--- src/hdl/fpba_pkg.sv ---
// Shared types and codes for the fit-policy block allocator.
// No dependencies; used by fpba_table, fpba_ctrl and the top level.
package fpba_pkg;

  typedef enum logic [3:0] {
    ST_IDLE  = 4'b0001,
    ST_SCAN  = 4'b0010,
    ST_WRITE = 4'b0100,
    ST_DONE  = 4'b1000
  } state_t;

  localparam logic [1:0] POL_FIRST = 2'd0;
  localparam logic [1:0] POL_BEST  = 2'd1;
  localparam logic [1:0] POL_WORST = 2'd2;

  localparam logic MODE_LOAD    = 1'b0;
  localparam logic MODE_REQUEST = 1'b1;

  localparam logic REG_FIT_POLICY    = 1'b0;
  localparam logic REG_BLOCKS_IN_USE = 1'b1;

  localparam logic [5:0] BLOCKS_IN_USE_RST = 6'd32;

  typedef struct packed {
    logic wr_en;
    logic rd_en;
  } tbl_ctl_t;

endpackage

--- src/hdl/fpba_table.sv ---
// Free-size table: one write port, one read port, registered read data.
// Depends on fpba_pkg for the port control struct.
module fpba_table #(
  parameter int DEPTH = 32,
  parameter int AW    = 5,
  parameter int DW    = 16
) (
  input  logic                 clk,
  input  fpba_pkg::tbl_ctl_t   ctl,
  input  logic [AW-1:0]        waddr,
  input  logic [DW-1:0]        wdata,
  input  logic [AW-1:0]        raddr,
  output logic [DW-1:0]        rdata
);

  logic [DW-1:0] mem [DEPTH];

  always_ff @(posedge clk) begin
    if (ctl.wr_en) begin
      mem[waddr] <= wdata;
    end
    if (ctl.rd_en) begin
      rdata <= mem[raddr];
    end
  end

endmodule

--- src/hdl/fpba_ctrl.sv ---
// Sequencer: takes loads and requests, scans the table one entry per cycle,
// writes back the chosen entry and holds the result register.
// Depends on fpba_pkg; drives fpba_table.
module fpba_ctrl #(
  parameter int NUM_BLOCKS = 32,
  parameter int SIZE_BITS  = 16,
  parameter int IDX_W      = 5,
  parameter int CNT_W      = 6
) (
  input  logic                  clk,
  input  logic                  rst,
  input  logic                  in_valid,
  output logic                  in_ready,
  input  logic                  in_mode,
  input  logic [4:0]            in_index,
  input  logic [15:0]           in_size,
  input  logic [1:0]            fit_policy,
  input  logic [CNT_W-1:0]      n_active,
  output logic                  out_valid,
  input  logic                  out_ready,
  output logic                  out_granted,
  output logic [4:0]            out_block,
  output logic [15:0]           out_size,
  output fpba_pkg::tbl_ctl_t    tbl_ctl,
  output logic [IDX_W-1:0]      tbl_waddr,
  output logic [SIZE_BITS-1:0]  tbl_wdata,
  output logic [IDX_W-1:0]      tbl_raddr,
  input  logic [SIZE_BITS-1:0]  tbl_rdata
);

  fpba_pkg::state_t state;
  fpba_pkg::state_t state_next;

  logic [SIZE_BITS-1:0] req_size;
  logic [1:0]           policy;
  logic [CNT_W-1:0]     n_scan;
  logic [CNT_W-1:0]     cnt;
  logic                 rd_valid;
  logic [IDX_W-1:0]     rd_idx;
  logic                 found;
  logic [IDX_W-1:0]     best_idx;
  logic [SIZE_BITS-1:0] best_size;
  logic                 res_granted;
  logic [4:0]           res_block;
  logic [SIZE_BITS-1:0] res_size;

  logic                 accept;
  logic                 load_ok;
  logic [SIZE_BITS-1:0] in_size_m;
  logic                 issue;
  logic                 fits;
  logic                 take;
  logic                 scan_end;
  logic                 out_free;
  logic [SIZE_BITS-1:0] left;

  assign in_ready  = (state == fpba_pkg::ST_IDLE);
  assign accept    = in_valid && in_ready;
  assign in_size_m = SIZE_BITS'(in_size);
  assign load_ok   = (32'(in_index) < NUM_BLOCKS);
  assign issue     = (state == fpba_pkg::ST_SCAN) && (cnt < n_scan);
  assign scan_end  = (state == fpba_pkg::ST_SCAN) && (cnt == n_scan) && !rd_valid;
  assign fits      = (tbl_rdata >= req_size);
  assign take      = rd_valid && fits &&
                     (!found ||
                      ((policy == fpba_pkg::POL_BEST)  && (tbl_rdata < best_size)) ||
                      ((policy == fpba_pkg::POL_WORST) && (tbl_rdata > best_size)));
  assign out_free  = !out_valid || out_ready;
  assign left      = best_size - req_size;
  assign tbl_raddr = cnt[IDX_W-1:0];

  always_comb begin
    tbl_ctl.rd_en = issue;
    tbl_ctl.wr_en = 1'b0;
    tbl_waddr     = best_idx;
    tbl_wdata     = left;
    if (state == fpba_pkg::ST_WRITE) begin
      tbl_ctl.wr_en = 1'b1;
    end else if (accept && (in_mode == fpba_pkg::MODE_LOAD)) begin
      tbl_ctl.wr_en = load_ok;
      tbl_waddr     = IDX_W'(in_index);
      tbl_wdata     = in_size_m;
    end
  end

  always_comb begin
    state_next = state;
    case (state)
      fpba_pkg::ST_IDLE: begin
        if (accept) begin
          state_next = (in_mode == fpba_pkg::MODE_REQUEST) ? fpba_pkg::ST_SCAN
                                                           : fpba_pkg::ST_DONE;
        end
      end
      fpba_pkg::ST_SCAN: begin
        if (scan_end) begin
          state_next = found ? fpba_pkg::ST_WRITE : fpba_pkg::ST_DONE;
        end
      end
      fpba_pkg::ST_WRITE: state_next = fpba_pkg::ST_DONE;
      fpba_pkg::ST_DONE: begin
        if (out_free) begin
          state_next = fpba_pkg::ST_IDLE;
        end
      end
      default: state_next = fpba_pkg::ST_IDLE;
    endcase
  end

  always_ff @(posedge clk) begin
    if (rst) begin
      state     <= fpba_pkg::ST_IDLE;
      rd_valid  <= 1'b0;
      found     <= 1'b0;
      out_valid <= 1'b0;
    end else begin
      state    <= state_next;
      rd_valid <= issue;
      if (accept) begin
        found <= 1'b0;
      end else if (take) begin
        found <= 1'b1;
      end
      if ((state == fpba_pkg::ST_DONE) && out_free) begin
        out_valid <= 1'b1;
      end else if (out_ready) begin
        out_valid <= 1'b0;
      end
    end
  end

  always_ff @(posedge clk) begin
    if (accept) begin
      req_size <= in_size_m;
      policy   <= fit_policy;
      n_scan   <= n_active;
      cnt      <= '0;
      // load result is known at once
      res_granted <= 1'b0;
      res_block   <= in_index;
      res_size    <= load_ok ? in_size_m : '0;
    end
    if (issue) begin
      cnt <= cnt + 1'b1;
    end
    rd_idx <= cnt[IDX_W-1:0];
    if (take) begin
      best_idx  <= rd_idx;
      best_size <= tbl_rdata;
    end
    if (scan_end && !found) begin
      res_granted <= 1'b0;
      res_block   <= '0;
      res_size    <= '0;
    end
    if (state == fpba_pkg::ST_WRITE) begin
      res_granted <= 1'b1;
      res_block   <= 5'(best_idx);
      res_size    <= left;
    end
    if ((state == fpba_pkg::ST_DONE) && out_free) begin
      out_granted <= res_granted;
      out_block   <= res_block;
      out_size    <= 16'(res_size);
    end
  end

  a_rd_in_range: assert property (@(posedge clk) disable iff (rst)
    rd_valid |-> (CNT_W'(rd_idx) < n_scan))
    else $error("table read beyond scanned range");

  a_write_found: assert property (@(posedge clk) disable iff (rst)
    (state == fpba_pkg::ST_WRITE) |-> found)
    else $error("write-back without a fitting block");

  a_write_fits: assert property (@(posedge clk) disable iff (rst)
    (state == fpba_pkg::ST_WRITE) |-> (best_size >= req_size))
    else $error("chosen block smaller than request");

  a_req_scans: assert property (@(posedge clk) disable iff (rst)
    (accept && (in_mode == fpba_pkg::MODE_REQUEST)) |=> (state == fpba_pkg::ST_SCAN))
    else $error("request did not start a scan");

endmodule

--- src/hdl/fit_policy_block_allocator_top.sv ---
// Fit-policy block allocator: a table of block free sizes searched by first,
// best or worst fit. A load writes its table entry and goes straight to its
// result; a request scans the first blocks_in_use entries (at most the table
// depth) through the single table read port, one entry per cycle, then waits
// for the last read data and, on a grant, writes the remainder back before
// its result. Entries must be loaded before a request scans them.
// One item is in flight at a time; the result register lets the next item
// be taken while a result waits. Depends on fpba_pkg, fpba_table, fpba_ctrl.
module fit_policy_block_allocator_top #(
  parameter int NUM_BLOCKS = 32,
  parameter int SIZE_BITS  = 16
) (
  input  logic        clk,
  input  logic        rst,
  input  logic        s_tvalid,
  output logic        s_tready,
  input  logic [23:0] s_tdata,   // [4:0] block_index, [20:5] size_value, rest zero
  input  logic        s_tuser,   // mode
  output logic        m_tvalid,
  input  logic        m_tready,
  output logic [23:0] m_tdata,   // [4:0] chosen_block, [20:5] size_left, rest zero
  output logic        m_tuser,   // granted
  input  logic        cfg_we,
  input  logic        cfg_index,
  input  logic [5:0]  cfg_data
);

  localparam int IDX_W = (NUM_BLOCKS > 1) ? $clog2(NUM_BLOCKS) : 1;
  localparam int CNT_W = $clog2(NUM_BLOCKS + 1);

  logic [1:0]           fit_policy;
  logic [5:0]           blocks_in_use;
  logic [CNT_W-1:0]     n_active;
  logic [4:0]           out_block;
  logic [15:0]          out_size;
  fpba_pkg::tbl_ctl_t   tbl_ctl;
  logic [IDX_W-1:0]     tbl_waddr;
  logic [SIZE_BITS-1:0] tbl_wdata;
  logic [IDX_W-1:0]     tbl_raddr;
  logic [SIZE_BITS-1:0] tbl_rdata;

  always_ff @(posedge clk) begin
    if (rst) begin
      fit_policy    <= fpba_pkg::POL_FIRST;
      blocks_in_use <= fpba_pkg::BLOCKS_IN_USE_RST;
    end else if (cfg_we) begin
      case (cfg_index)
        fpba_pkg::REG_FIT_POLICY:    fit_policy    <= cfg_data[1:0];
        fpba_pkg::REG_BLOCKS_IN_USE: blocks_in_use <= cfg_data;
        default: ;
      endcase
    end
  end

  // saturate to the table depth
  always_comb begin
    if (32'(blocks_in_use) > NUM_BLOCKS) begin
      n_active = CNT_W'(NUM_BLOCKS);
    end else begin
      n_active = CNT_W'(blocks_in_use);
    end
  end

  assign m_tdata = {3'b000, out_size, out_block};

  fpba_table #(
    .DEPTH (NUM_BLOCKS),
    .AW    (IDX_W),
    .DW    (SIZE_BITS)
  ) u_table (
    .clk   (clk),
    .ctl   (tbl_ctl),
    .waddr (tbl_waddr),
    .wdata (tbl_wdata),
    .raddr (tbl_raddr),
    .rdata (tbl_rdata)
  );

  fpba_ctrl #(
    .NUM_BLOCKS (NUM_BLOCKS),
    .SIZE_BITS  (SIZE_BITS),
    .IDX_W      (IDX_W),
    .CNT_W      (CNT_W)
  ) u_ctrl (
    .clk         (clk),
    .rst         (rst),
    .in_valid    (s_tvalid),
    .in_ready    (s_tready),
    .in_mode     (s_tuser),
    .in_index    (s_tdata[4:0]),
    .in_size     (s_tdata[20:5]),
    .fit_policy  (fit_policy),
    .n_active    (n_active),
    .out_valid   (m_tvalid),
    .out_ready   (m_tready),
    .out_granted (m_tuser),
    .out_block   (out_block),
    .out_size    (out_size),
    .tbl_ctl     (tbl_ctl),
    .tbl_waddr   (tbl_waddr),
    .tbl_wdata   (tbl_wdata),
    .tbl_raddr   (tbl_raddr),
    .tbl_rdata   (tbl_rdata)
  );

endmodule
--- config.mk ---
export PLATFORM = sky130hd
export DESIGN_NAME = fit_policy_block_allocator_top
export DESIGN_NICKNAME = d
export VERILOG_FILES = /design/src/hdl/fpba_pkg.sv /design/src/hdl/fpba_table.sv /design/src/hdl/fpba_ctrl.sv /design/src/hdl/fit_policy_block_allocator_top.sv
export SDC_FILE = /design/constraint.sdc
export NUM_CORES = 1
export LEC_CHECK = 0
export BUFFER_PORTS_ARGS = -buffer_cell sky130_fd_sc_hd__buf_2
export CAP_MARGIN = 20
export CORE_ASPECT_RATIO = 1.2
export CORE_MARGIN = 8
export CORE_UTILIZATION = 60
export DETAILED_ROUTE_END_ITERATION = 12
export GPL_TIMING_DRIVEN = 0
export PLACE_DENSITY = 0.82
export RECOVER_POWER = 50
export REMOVE_ABC_BUFFERS = 1
export SYNTH_ARGS = -nofsm -noshare
export SYNTH_HDL_FRONTEND = slang
export SYNTH_HIERARCHICAL = 1
export SYNTH_SLANG_ARGS = --single-unit
--- constraint.sdc ---
create_clock -name clk -period 5.18 [get_ports clk]
set_input_delay 1.036 -clock clk [delete_from_list [all_inputs] [get_ports clk]]
set_output_delay 1.036 -clock clk [all_outputs]
set_load 0.02 [all_outputs]
==> impl_metrics.py, run 1 <==
metrics = {
    "yosys": {
        "synth_top_cell_by_area": "edfxtp_1",
        "synth_cells": 1683,
        "synthFlopType": "edfxtp_1",
        "avgSynthCellArea_um2": 15.86,
        "yosysWarningCount": 6,
        "ys_seq_area_frac": 0.7153,
        "ys_async_sr_fraction": 0,
        "synth_area_um2": 26700,
        "synth_edf_count": 622,
        "synth_top_area_frac": 0.6996,
        "synth-seq-cells": 643,
        "synth_area_leaders": "edfxtp_1 (70%), mux2i_1 (9.7%), ha_1 (2.5%)",
        "synth.distinct_cells": 60,
    },
    "placed_design": {
        "dp.cells": 2273,
        "dp_hpwl_um": 39220,
        "dpl_cell_area_um2": 28270,
        "port_buffers": 57,
        "place.gp.congestion": 0.8825,
    },
    "timing": {
        "timing.fmax_ghz": 0.2228,
        "finalCritPeriodShare": 0.8666,
        "min_period_ns": 4.489,
        "worstMarginPinSlew_ns": 2.248,
        "slew_viol_final": 67,
        "finClkSkew_ns": 0.02060,
        "rsz0062_at_grt": "no",
        "finalHoldViolCount": 0,
        "tns_ns": 0,
        "slew_headroom": -0.5143,
        "finalSetupViolations": 0,
    },
    "pwr": {
        "seqPwrFrac": 0.521,
        "p_leak_nw": 10.47,
        "powerDensity_nw_per_um2": 390.9,
        "swShare": 0.2392,
        "power_switching_w": 0.002797,
        "power_w": 0.01170,
        "power_frac_comb": 0.115,
        "ir_worst_vdd_uv": 255.8,
        "power_frac_clock": 0.364,
        "p_int_w": 0.008898,
    },
    "routing": {
        "dr.pass1.iters": 5,
        "drc": 0,
        "postRouteWirelength_um": 61360,
        "wl_per_cell_um": 25.71,
        "drtAntennaViolNets": 0,
        "num_vias": 15370,
        "drt-vias-per-instance": 6.439,
        "drt_iter0_markers": 1404,
    },
    "cells_and_area": {
        "fin_cells": 2387,
        "final_cell_mix": "edfxtp_1 (622), mux2i_1 (260), nand2_1 (114)",
        "design_area_um2": 29920,
        "syn_to_final_growth_pct": 12.05,
        "layout_commonest_cell": "edfxtp_1",
        "nFillCells": 2745,
        "fin_nets": 1871,
        "antenna_cells": 0,
        "drive_above_1_share": 0.1067,
    },
    "setup_path": {
        "end_kind": "register",
        "crit_type": "reg -> reg",
        "cp_max_fo": 25,
        "required_ns": 5.40,
        "cp-start-kind": "register",
        "critical_path_arrival_ns": 4.71,
    },
    "clocking": {
        "cts_max_level": 2,
        "tritoncts": "built",
        "clk_pin_slew_ns": 0.06,
        "cts_sinks": 643,
        "clock_latency_ns": 0.60,
        "cts_hold_buf": 0,
        "post_cts_buffers": 0,
        "root_buffer": "clkbuf_16",
        "clock_path_buffers": 3,
        "cts.repair.resized": 0,
        "cts-buffers-inserted": 58,
    },
    "min_path": {
        "hold_path.class": "reg -> reg",
    },
    "floorplan": {
        "die_h_um": 247.1,
        "core.rowCount": 84,
        "die-area_um2": 51530,
        "coreArea_um2": 43930,
        "start_util": 0.6077,
        "die_w_um": 208.6,
        "io_pins": 64,
    },
    "global_route": {
        "antenna_found_initial": 0,
        "first_global_vias": 15730,
        "grt_pass1_wl_um": 90800,
        "grt_usage": 0.2320,
        "grt_max_degree": 65,
        "gr-total-overflow": 0,
    },
    "flow_run": {
        "maxCapViolCount": 3,
    },
    "run_status": {
        "outcome": "finished with violations",
        "failed_checks": "max-capacitance violations, max-slew violations",
    },
}
-- routing by layer --
layer / up-vias / wire length (um) / track usage
met5: - / 0 / 0
met4: 0 / 4188 / 0.1440
met3: 188 / 5140 / 0.04015
met2: 845 / 30400 / 0.4070
met1: 7651 / 21630 / 0.2638
li1: 6685 / - / -
-- flip-flops by register name, indices dropped and copies added, names as in the netlist, 4 cells and up --
| register | flops |
|---|---|
| u_table/mem | 512 |
| u_ctrl/best_size | 16 |
| u_ctrl/out_size | 16 |
| u_ctrl/req_size | 16 |
| u_ctrl/res_size | 16 |
| u_table/rdata | 16 |
| blocks_in_use | 6 |
| u_ctrl/cnt | 6 |
| u_ctrl/n_scan | 6 |
| u_ctrl/best_idx | 5 |
| u_ctrl/out_block | 5 |
| u_ctrl/rd_idx | 5 |
| u_ctrl/res_block | 5 |
| u_ctrl/state | 4 |
-- worst max-delay path, stage by stage (launching register included) --
cell,delay (ns)
edfxtp_1,0.39
inv_1,0.08
ha_1,0.16
inv_1,0.06
fa_1,0.43
a211oi_1,0.23
o21bai_1,0.17
o21ai_0,0.47
a32oi_1,0.21
xnor2_1,0.20
o21ai_0,0.76
clkbuf_1,0.96
-- through the flow --
step / hold WS (ns) / util / setup WS, ns
2_1_floorplan: 0.3855 / - / -5.417
3_3_place_gp: 0.3857 / 0.6149 / -8.306
3_5_place_dp: 0.3902 / 0.6434 / 0.2114
4_1_cts: 0.4059 / 0.6867 / 0.4684
5_1_grt: 0.4101 / 0.6810 / 0.4672
6_report: 0.4022 / 0.6810 / 0.6912
-- power groups by stage --
stage | Sequential [W] | Combinational [W] | Clock, W
CTS | 0.00608 | 0.00137 | 0.00430
detailed placement | 0.00619 | 0.00136 | 0
global route | 0.00610 | 0.00141 | 0.00449
floorplan | 0.00626 | 0.000835 | 0
global placement | 0.00631 | 0.00126 | 0
finish | 0.00609 | 0.00134 | 0.00426
-- synth_stat cells (3+ instances only) --
master,number
o2111ai_1,3
a22oi_1,64
xor2_1,7
o21ai_1,3
nand2_1,112
a211oi_1,8
nor2_1,53
xnor2_1,12
buf_2,25
edfxtp_1,622
buf_12,5
dfxtp_1,21
a21o_1,7
nor2b_1,11
a31oi_1,20
nand3b_1,7
a22o_1,36
nor3_1,19
buf_6,8
o22ai_1,11
mux2i_1,260
buf_8,6
nand3_1,43
o21bai_1,3
a21oi_1,69
inv_1,49
clkbuf_1,16
o21ai_0,27
ha_1,54
or3b_2,3
a21bo_1,3
nand2b_1,13
buf_4,28
nand4_1,21
-- path summary, 6_finish.rpt --
kind                                     startpoint                   to  slack (ns)  cells past startpoint
worst max-delay path            u_ctrl/best_size[0]  u_table/mem[24][12]        0.69                     11
worst min-delay path               u_ctrl/rd_idx[0]   u_ctrl/best_idx[0]        0.40                      0
worst max register to register  u_ctrl/best_size[0]  u_table/mem[24][12]        0.69                     11
worst min register to register     u_ctrl/rd_idx[0]   u_ctrl/best_idx[0]        0.40                      0
-- logic make-up (layout without fill, tap and decap cells) --
group,Yosys count,in the layout,share of synthesized area
simple gates,304,304,0.05605
xor+xnor,19,19,0.006233
fa+ha+maj,55,55,0.02606
flops,643,643,0.7153
other cells,1,3,0.0001405
buf+inv,137,280,0.03220
compound gates,262,262,0.06570
mux,262,262,0.09832
-- layout make-up --
type,count,area (um^2),area share
Clock buffer,73,1572,0.05253
Inverter,49,183.9,0.006148
Tap cell,559,699.4,0.02338
Sequential cell,643,19100,0.6384
Timing Repair Buffer,122,1214,0.04057
Clock inverter,36,329.1,0.01100
Multi-Input combinational cell,905,6822,0.2280
(Power assumes the default switching activity.)
==> run 2: changes to the inputs <==
CORE_UTILIZATION = 52   (was 60)
PLACE_DENSITY = 0.76   (was 0.82)
clock period = 4 ns   (was 5.18 ns; I/O delays follow)
==> impl_metrics.py, run 2 (same netlist as run 1, synthesis figures left out) <==
metrics = {
    "run_status": {
        "outcome": "finished, final reports clean",
    },
    "global_route": {
        "grt.busiest_layer": "met2",
        "grt_usage": 0.2005,
        "use_met2": 0.3565,
        "antenna_found_initial": 0,
        "grt_use_met3": 0.03373,
        "gr-total-overflow": 0,
        "met1_usage": 0.2280,
        "grt_pass1_wl_um": 89490,
        "grt_max_degree": 65,
        "first_global_vias": 15220,
    },
    "clocking": {
        "clock_latency_ns": 0.63,
        "root_buffer": "clkbuf_16",
        "clock_path_buffers": 3,
        "cts_hold_buf": 0,
        "cts_sinks": 643,
        "cts_max_level": 2,
        "tritoncts": "built",
        "cts-buffers-inserted": 58,
        "clk_pin_slew_ns": 0.07,
    },
    "timing": {
        "finalSetupViolations": 0,
        "timing.fmax_ghz": 0.2519,
        "finalCritPeriodShare": 0.9925,
        "finalHoldViolCount": 0,
        "whs_ns": 0.4049,
        "slew_viol_final": 0,
        "min_period_ns": 3.970,
        "finClkSkew_ns": 0.02785,
        "rsz0062_at_grt": "yes",
        "worstMarginPinSlew_ns": 1.005,
        "slew_headroom": 0.3288,
    },
    "pwr": {
        "swShare": 0.2382,
        "ir_worst_vdd_uv": 342.8,
        "p_int_w": 0.01185,
        "seqPwrFrac": 0.505,
        "powerDensity_nw_per_um2": 506.2,
        "power_frac_clock": 0.374,
        "power_switching_w": 0.003707,
        "power_frac_comb": 0.121,
        "p_leak_nw": 10.78,
    },
    "setup_path": {
        "r2r_start": "u_ctrl/state[1]",
        "crit_type": "reg -> reg",
        "cp-start-kind": "register",
        "startpoint": "u_ctrl/state[1]",
        "cp_max_fo": 17,
        "r2r_slack_ns": 0.03,
        "required_ns": 4.33,
        "end_kind": "register",
        "max_stage_delay_ns": 0.72,
        "critical_path_arrival_ns": 4.30,
        "slowest_stage": "nor2_2",
        "rr_worst_depth": 9,
        "cp_cell_sequence": "nor4b_4 > nand2_2 > clkinvlp_4 > buf_16 > nand2_2 > nand2_1 > nand3_1 > nor2_2 > buf_8",
        "cpMostUsedCell": "nand2_2",
    },
    "floorplan": {
        "coreArea_um2": 51120,
        "io_pins": 64,
        "die-area_um2": 58880,
        "die_w_um": 222.9,
        "die_h_um": 264.2,
        "start_util": 0.5223,
        "core.rowCount": 91,
    },
    "cells_and_area": {
        "fin_cells": 2480,
        "final_cell_mix": "edfxtp_1 (622), mux2i_1 (260), nand2_1 (112)",
        "drive_above_1_share": 0.1427,
        "syn_to_final_growth_pct": 15.13,
        "largest_reg_flops": 512,
        "multi_input_area_um2": 7038,
        "antenna_cells": 0,
        "register_area_um2": 19100,
        "largest-register": "u_table/mem",
        "layout_commonest_cell": "edfxtp_1",
        "utilization": 0.6013,
        "fin_nets": 1875,
        "nFillCells": 3537,
    },
    "placed_design": {
        "port_buffers": 57,
        "dp.cells": 2364,
        "dp_hpwl_um": 39420,
        "place.gp.congestion": 0.8440,
    },
    "routing": {
        "dr.pass1.iters": 6,
        "num_vias": 15060,
        "drc": 0,
        "drt_iter0_markers": 1345,
        "postRouteWirelength_um": 60770,
        "wl_per_cell_um": 24.50,
        "drt-vias-per-instance": 6.073,
        "drtAntennaViolNets": 0,
    },
    "min_path": {
        "holdPathStages": 0,
        "min_from": "u_ctrl/rd_idx[0]",
        "hold_path.class": "reg -> reg",
    },
    "flow_run": {
        "maxCapViolCount": 0,
    },
}
-- run 2: critical path: cells and delay by family, from the launching register on --
family        cells  cell delay [ns]
buf+inv           3             0.71
simple gates      6             2.55
flops             1             0.38
-- run 2: what timing repair did --
action / 4_1_cts / 5_1_grt
resized for setup: 12 / 14
endpoints found under the setup margin: 197 / 477
pin swaps: 0 / 1
hold endpoints to repair: 0 / 0
buffers inserted: 0 / 5
-- run 2: routing by layer --
layer / vias up / wire length, um
met1: 7510 / 22040
met5: - / 0
li1: 6719 / -
met3: 180 / 4175
met2: 651 / 31040
met4: 0 / 3517
-- run 2: worst paths after layout --
| path | end |
|---|---|
| hold / removal | u_ctrl/best_idx[0] |
| hold reg to reg | u_ctrl/best_idx[0] |
| setup reg to reg | u_table/mem[7][15] |
| setup / recovery | u_table/mem[7][15] |
-- run 2: layout make-up --
| type | count | area share |
|---|---|---|
| clock inverters | 33 | 0.01417 |
| clock buffers | 73 | 0.05072 |
| well taps | 651 | 0.02650 |
| inverters | 49 | 0.006106 |
| multi-input cells | 905 | 0.2290 |
| flip-flops and latches | 643 | 0.6213 |
| repair buffers | 126 | 0.05222 |
-- run 2: power groups by stage --
stage / Combinational [W] / Clock (W) / Sequential [W]
global route: 0.00198 / 0.00614 / 0.00787
floorplan: 0.00108 / 0 / 0.00811
global placement: 0.00165 / 0 / 0.00818
finish: 0.00188 / 0.00582 / 0.00786
detailed placement: 0.00180 / 0 / 0.00802
CTS: 0.00181 / 0.00589 / 0.00788
-- run 2: through the flow --
step                area [um^2]  total power [W]  worst slack, ns  setup TNS, ns
detailed placement        28470         0.009818          -0.2063         -25.00
CTS                       30530          0.01558          -0.1472         -10.28
floorplan                 26030         0.009187           -6.597        -540.08
global route              30740          0.01600          -0.1562         -5.249
finish                    30740          0.01556          0.03000              0
global placement          27130         0.009834           -9.654       -1667.61
==> run 3: changes to the inputs <==
==> constraint.sdc (replaced) <==
create_clock -name clk -period 4 [get_ports clk]
set_input_delay 1 -clock clk [delete_from_list [all_inputs] [get_ports clk]]
set_output_delay 1 -clock clk [all_outputs]
set_load 0.02 [all_outputs]
==> impl_metrics.py, run 3 (same netlist as run 1, synthesis figures left out) <==
metrics = {
    "setup_path": {
        "path_buf_inv": 3,
        "end_kind": "register",
        "cpMostUsedCell": "nand2_2",
        "max_stage_delay_ns": 0.72,
        "r2r_slack_ns": 0.03,
        "required_ns": 4.33,
        "r2r-end": "u_table/mem[7][15]",
        "rr_worst_depth": 9,
        "critical_path_arrival_ns": 4.30,
        "cp_max_fo": 17,
        "r2r_start": "u_ctrl/state[1]",
        "cp_cell_sequence": "nor4b_4 > nand2_2 > clkinvlp_4 > buf_16 > nand2_2 > nand2_1 > nand3_1 > nor2_2 > buf_8",
        "cp-start-kind": "register",
        "endpoint": "u_table/mem[7][15]",
        "crit_type": "reg -> reg",
        "slowest_stage": "nor2_2",
        "startpoint": "u_ctrl/state[1]",
        "critPathTopFamily": "simple AND/OR/NAND/NOR gates",
        "path_depth": 9,
    },
    "cells_and_area": {
        "antenna_cells": 0,
        "syn_to_final_growth_pct": 15.09,
        "fin_nets": 1875,
        "design_area_um2": 30730,
        "nFillCells": 3541,
        "largest-register": "u_table/mem",
        "largest_reg_flops": 512,
        "layout_commonest_cell": "edfxtp_1",
        "register_area_um2": 19100,
        "drive_above_1_share": 0.1416,
        "fin_cells": 2480,
        "final_cell_mix": "edfxtp_1 (622), mux2i_1 (260), nand2_1 (112)",
        "multi_input_area_um2": 7028,
    },
    "routing": {
        "drt-vias-per-instance": 6.057,
        "drc": 0,
        "drtAntennaViolNets": 0,
        "num_vias": 15020,
        "postRouteWirelength_um": 60810,
        "wl_per_cell_um": 24.52,
        "drt_iter0_markers": 1349,
        "dr.pass1.iters": 5,
    },
    "floorplan": {
        "die_h_um": 264.2,
        "start_util": 0.5223,
        "core.rowCount": 91,
        "coreArea_um2": 51120,
        "io_pins": 64,
        "die-area_um2": 58880,
        "die_w_um": 222.9,
    },
    "flow_run": {
        "maxCapViolCount": 0,
    },
    "placed_design": {
        "dp.cells": 2364,
        "dpl_cell_area_um2": 28470,
        "port_buffers": 57,
        "place.gp.congestion": 0.8440,
        "pre_cts_ws_ns": -0.4063,
        "dp_hpwl_um": 39420,
    },
    "clocking": {
        "cts_sinks": 643,
        "clk_pin_slew_ns": 0.07,
        "cts-buffers-inserted": 58,
        "root_buffer": "clkbuf_16",
        "clock_latency_ns": 0.63,
        "clock_path_buffers": 3,
        "cts_max_level": 2,
        "tritoncts": "built",
    },
    "timing": {
        "finalHoldViolCount": 0,
        "finalSetupViolations": 0,
        "finClkSkew_ns": 0.02786,
        "timing.fmax_ghz": 0.2518,
        "fin_ws_ns": 0.02903,
        "rsz0062_at_grt": "yes",
        "slew_viol_final": 0,
        "finalCritPeriodShare": 0.9927,
        "slew_headroom": 0.3310,
        "whs_ns": 0.4038,
        "min_period_ns": 3.971,
        "worstMarginPinSlew_ns": 1.001,
    },
    "pwr": {
        "powerDensity_nw_per_um2": 506.4,
        "ir_worst_vdd_uv": 342.5,
        "p_leak_nw": 10.77,
    },
    "global_route": {
        "antenna_found_initial": 0,
        "grt_usage": 0.2005,
        "grt_pass1_wl_um": 89490,
        "grt_max_degree": 65,
        "gr-total-overflow": 0,
        "first_global_vias": 15220,
    },
    "run_status": {
        "outcome": "finished, final reports clean",
    },
    "min_path": {
        "hold_path.class": "reg -> reg",
    },
}
## run 3: cell counts in the layout (fill, tap and decap cells not counted)
Identical to the previous run, type by type.
## run 3: how the worst min path moves through the flow
stage | cells after the start | endpoint | slack, ns | startpoint
after CTS | 0 | u_ctrl/best_idx[0] | 0.41 | u_ctrl/rd_idx[0]
after detailed placement | 0 | u_ctrl/best_idx[0] | 0.40 | u_ctrl/rd_idx[0]
final | 0 | u_ctrl/best_idx[0] | 0.40 | u_ctrl/rd_idx[0]
after floorplan | 0 | u_ctrl/best_idx[0] | 0.39 | u_ctrl/rd_idx[0]
after global placement | 0 | u_ctrl/best_idx[4] | 0.39 | u_ctrl/rd_idx[4]
after global routing | 0 | u_ctrl/best_idx[3] | 0.42 | u_ctrl/rd_idx[3]
## run 3: where the power goes
| group | leakage [nW] | switching (W) | internal (W) |
|---|---|---|---|
| combinational | 3.99 | 0.00123 | 0.000643 |
| clock | 0.979 | 0.00242 | 0.00340 |
| sequential | 5.80 | 0.0000599 | 0.00780 |
## run 3: per-stage QoR
stage	TNS (ns)	power [W]	utilization
2_1_floorplan	-540.08	0.009187	-
3_3_place_gp	-1791.06	0.009834	0.5307
3_5_place_dp	-96.67	0.009818	0.5569
4_1_cts	-10.28	0.01558	0.5971
5_1_grt	-5.249	0.01600	0.6011
6_report	0	0.01556	0.6011
## run 3: repair_timing
action / in CTS / in global routing
hold buffers: 0 / 0
gates cloned: 0 / 0
resized for setup: 12 / 14
setup endpoints to repair: 197 / 477
buffers inserted: 0 / 5
pin swaps: 0 / 1
## run 3: routing by layer
layer,routed length (um),vias up,global-route usage
met2,31010,647,0.3565
met1,22280,7487,0.2280
li1,-,6717,-
met4,3444,0,0.1103
met5,0,-,0
met3,4079,171,0.03373
## run 3: area by class of cell
cell class / count / share of cell area
Tap cell: 651 / 0.02651
Sequential cell: 643 / 0.6215
Inverter: 49 / 0.006108
Clock buffer: 73 / 0.05074
Multi-Input combinational cell: 905 / 0.2287
Clock inverter: 33 / 0.01417
Timing Repair Buffer: 126 / 0.05224
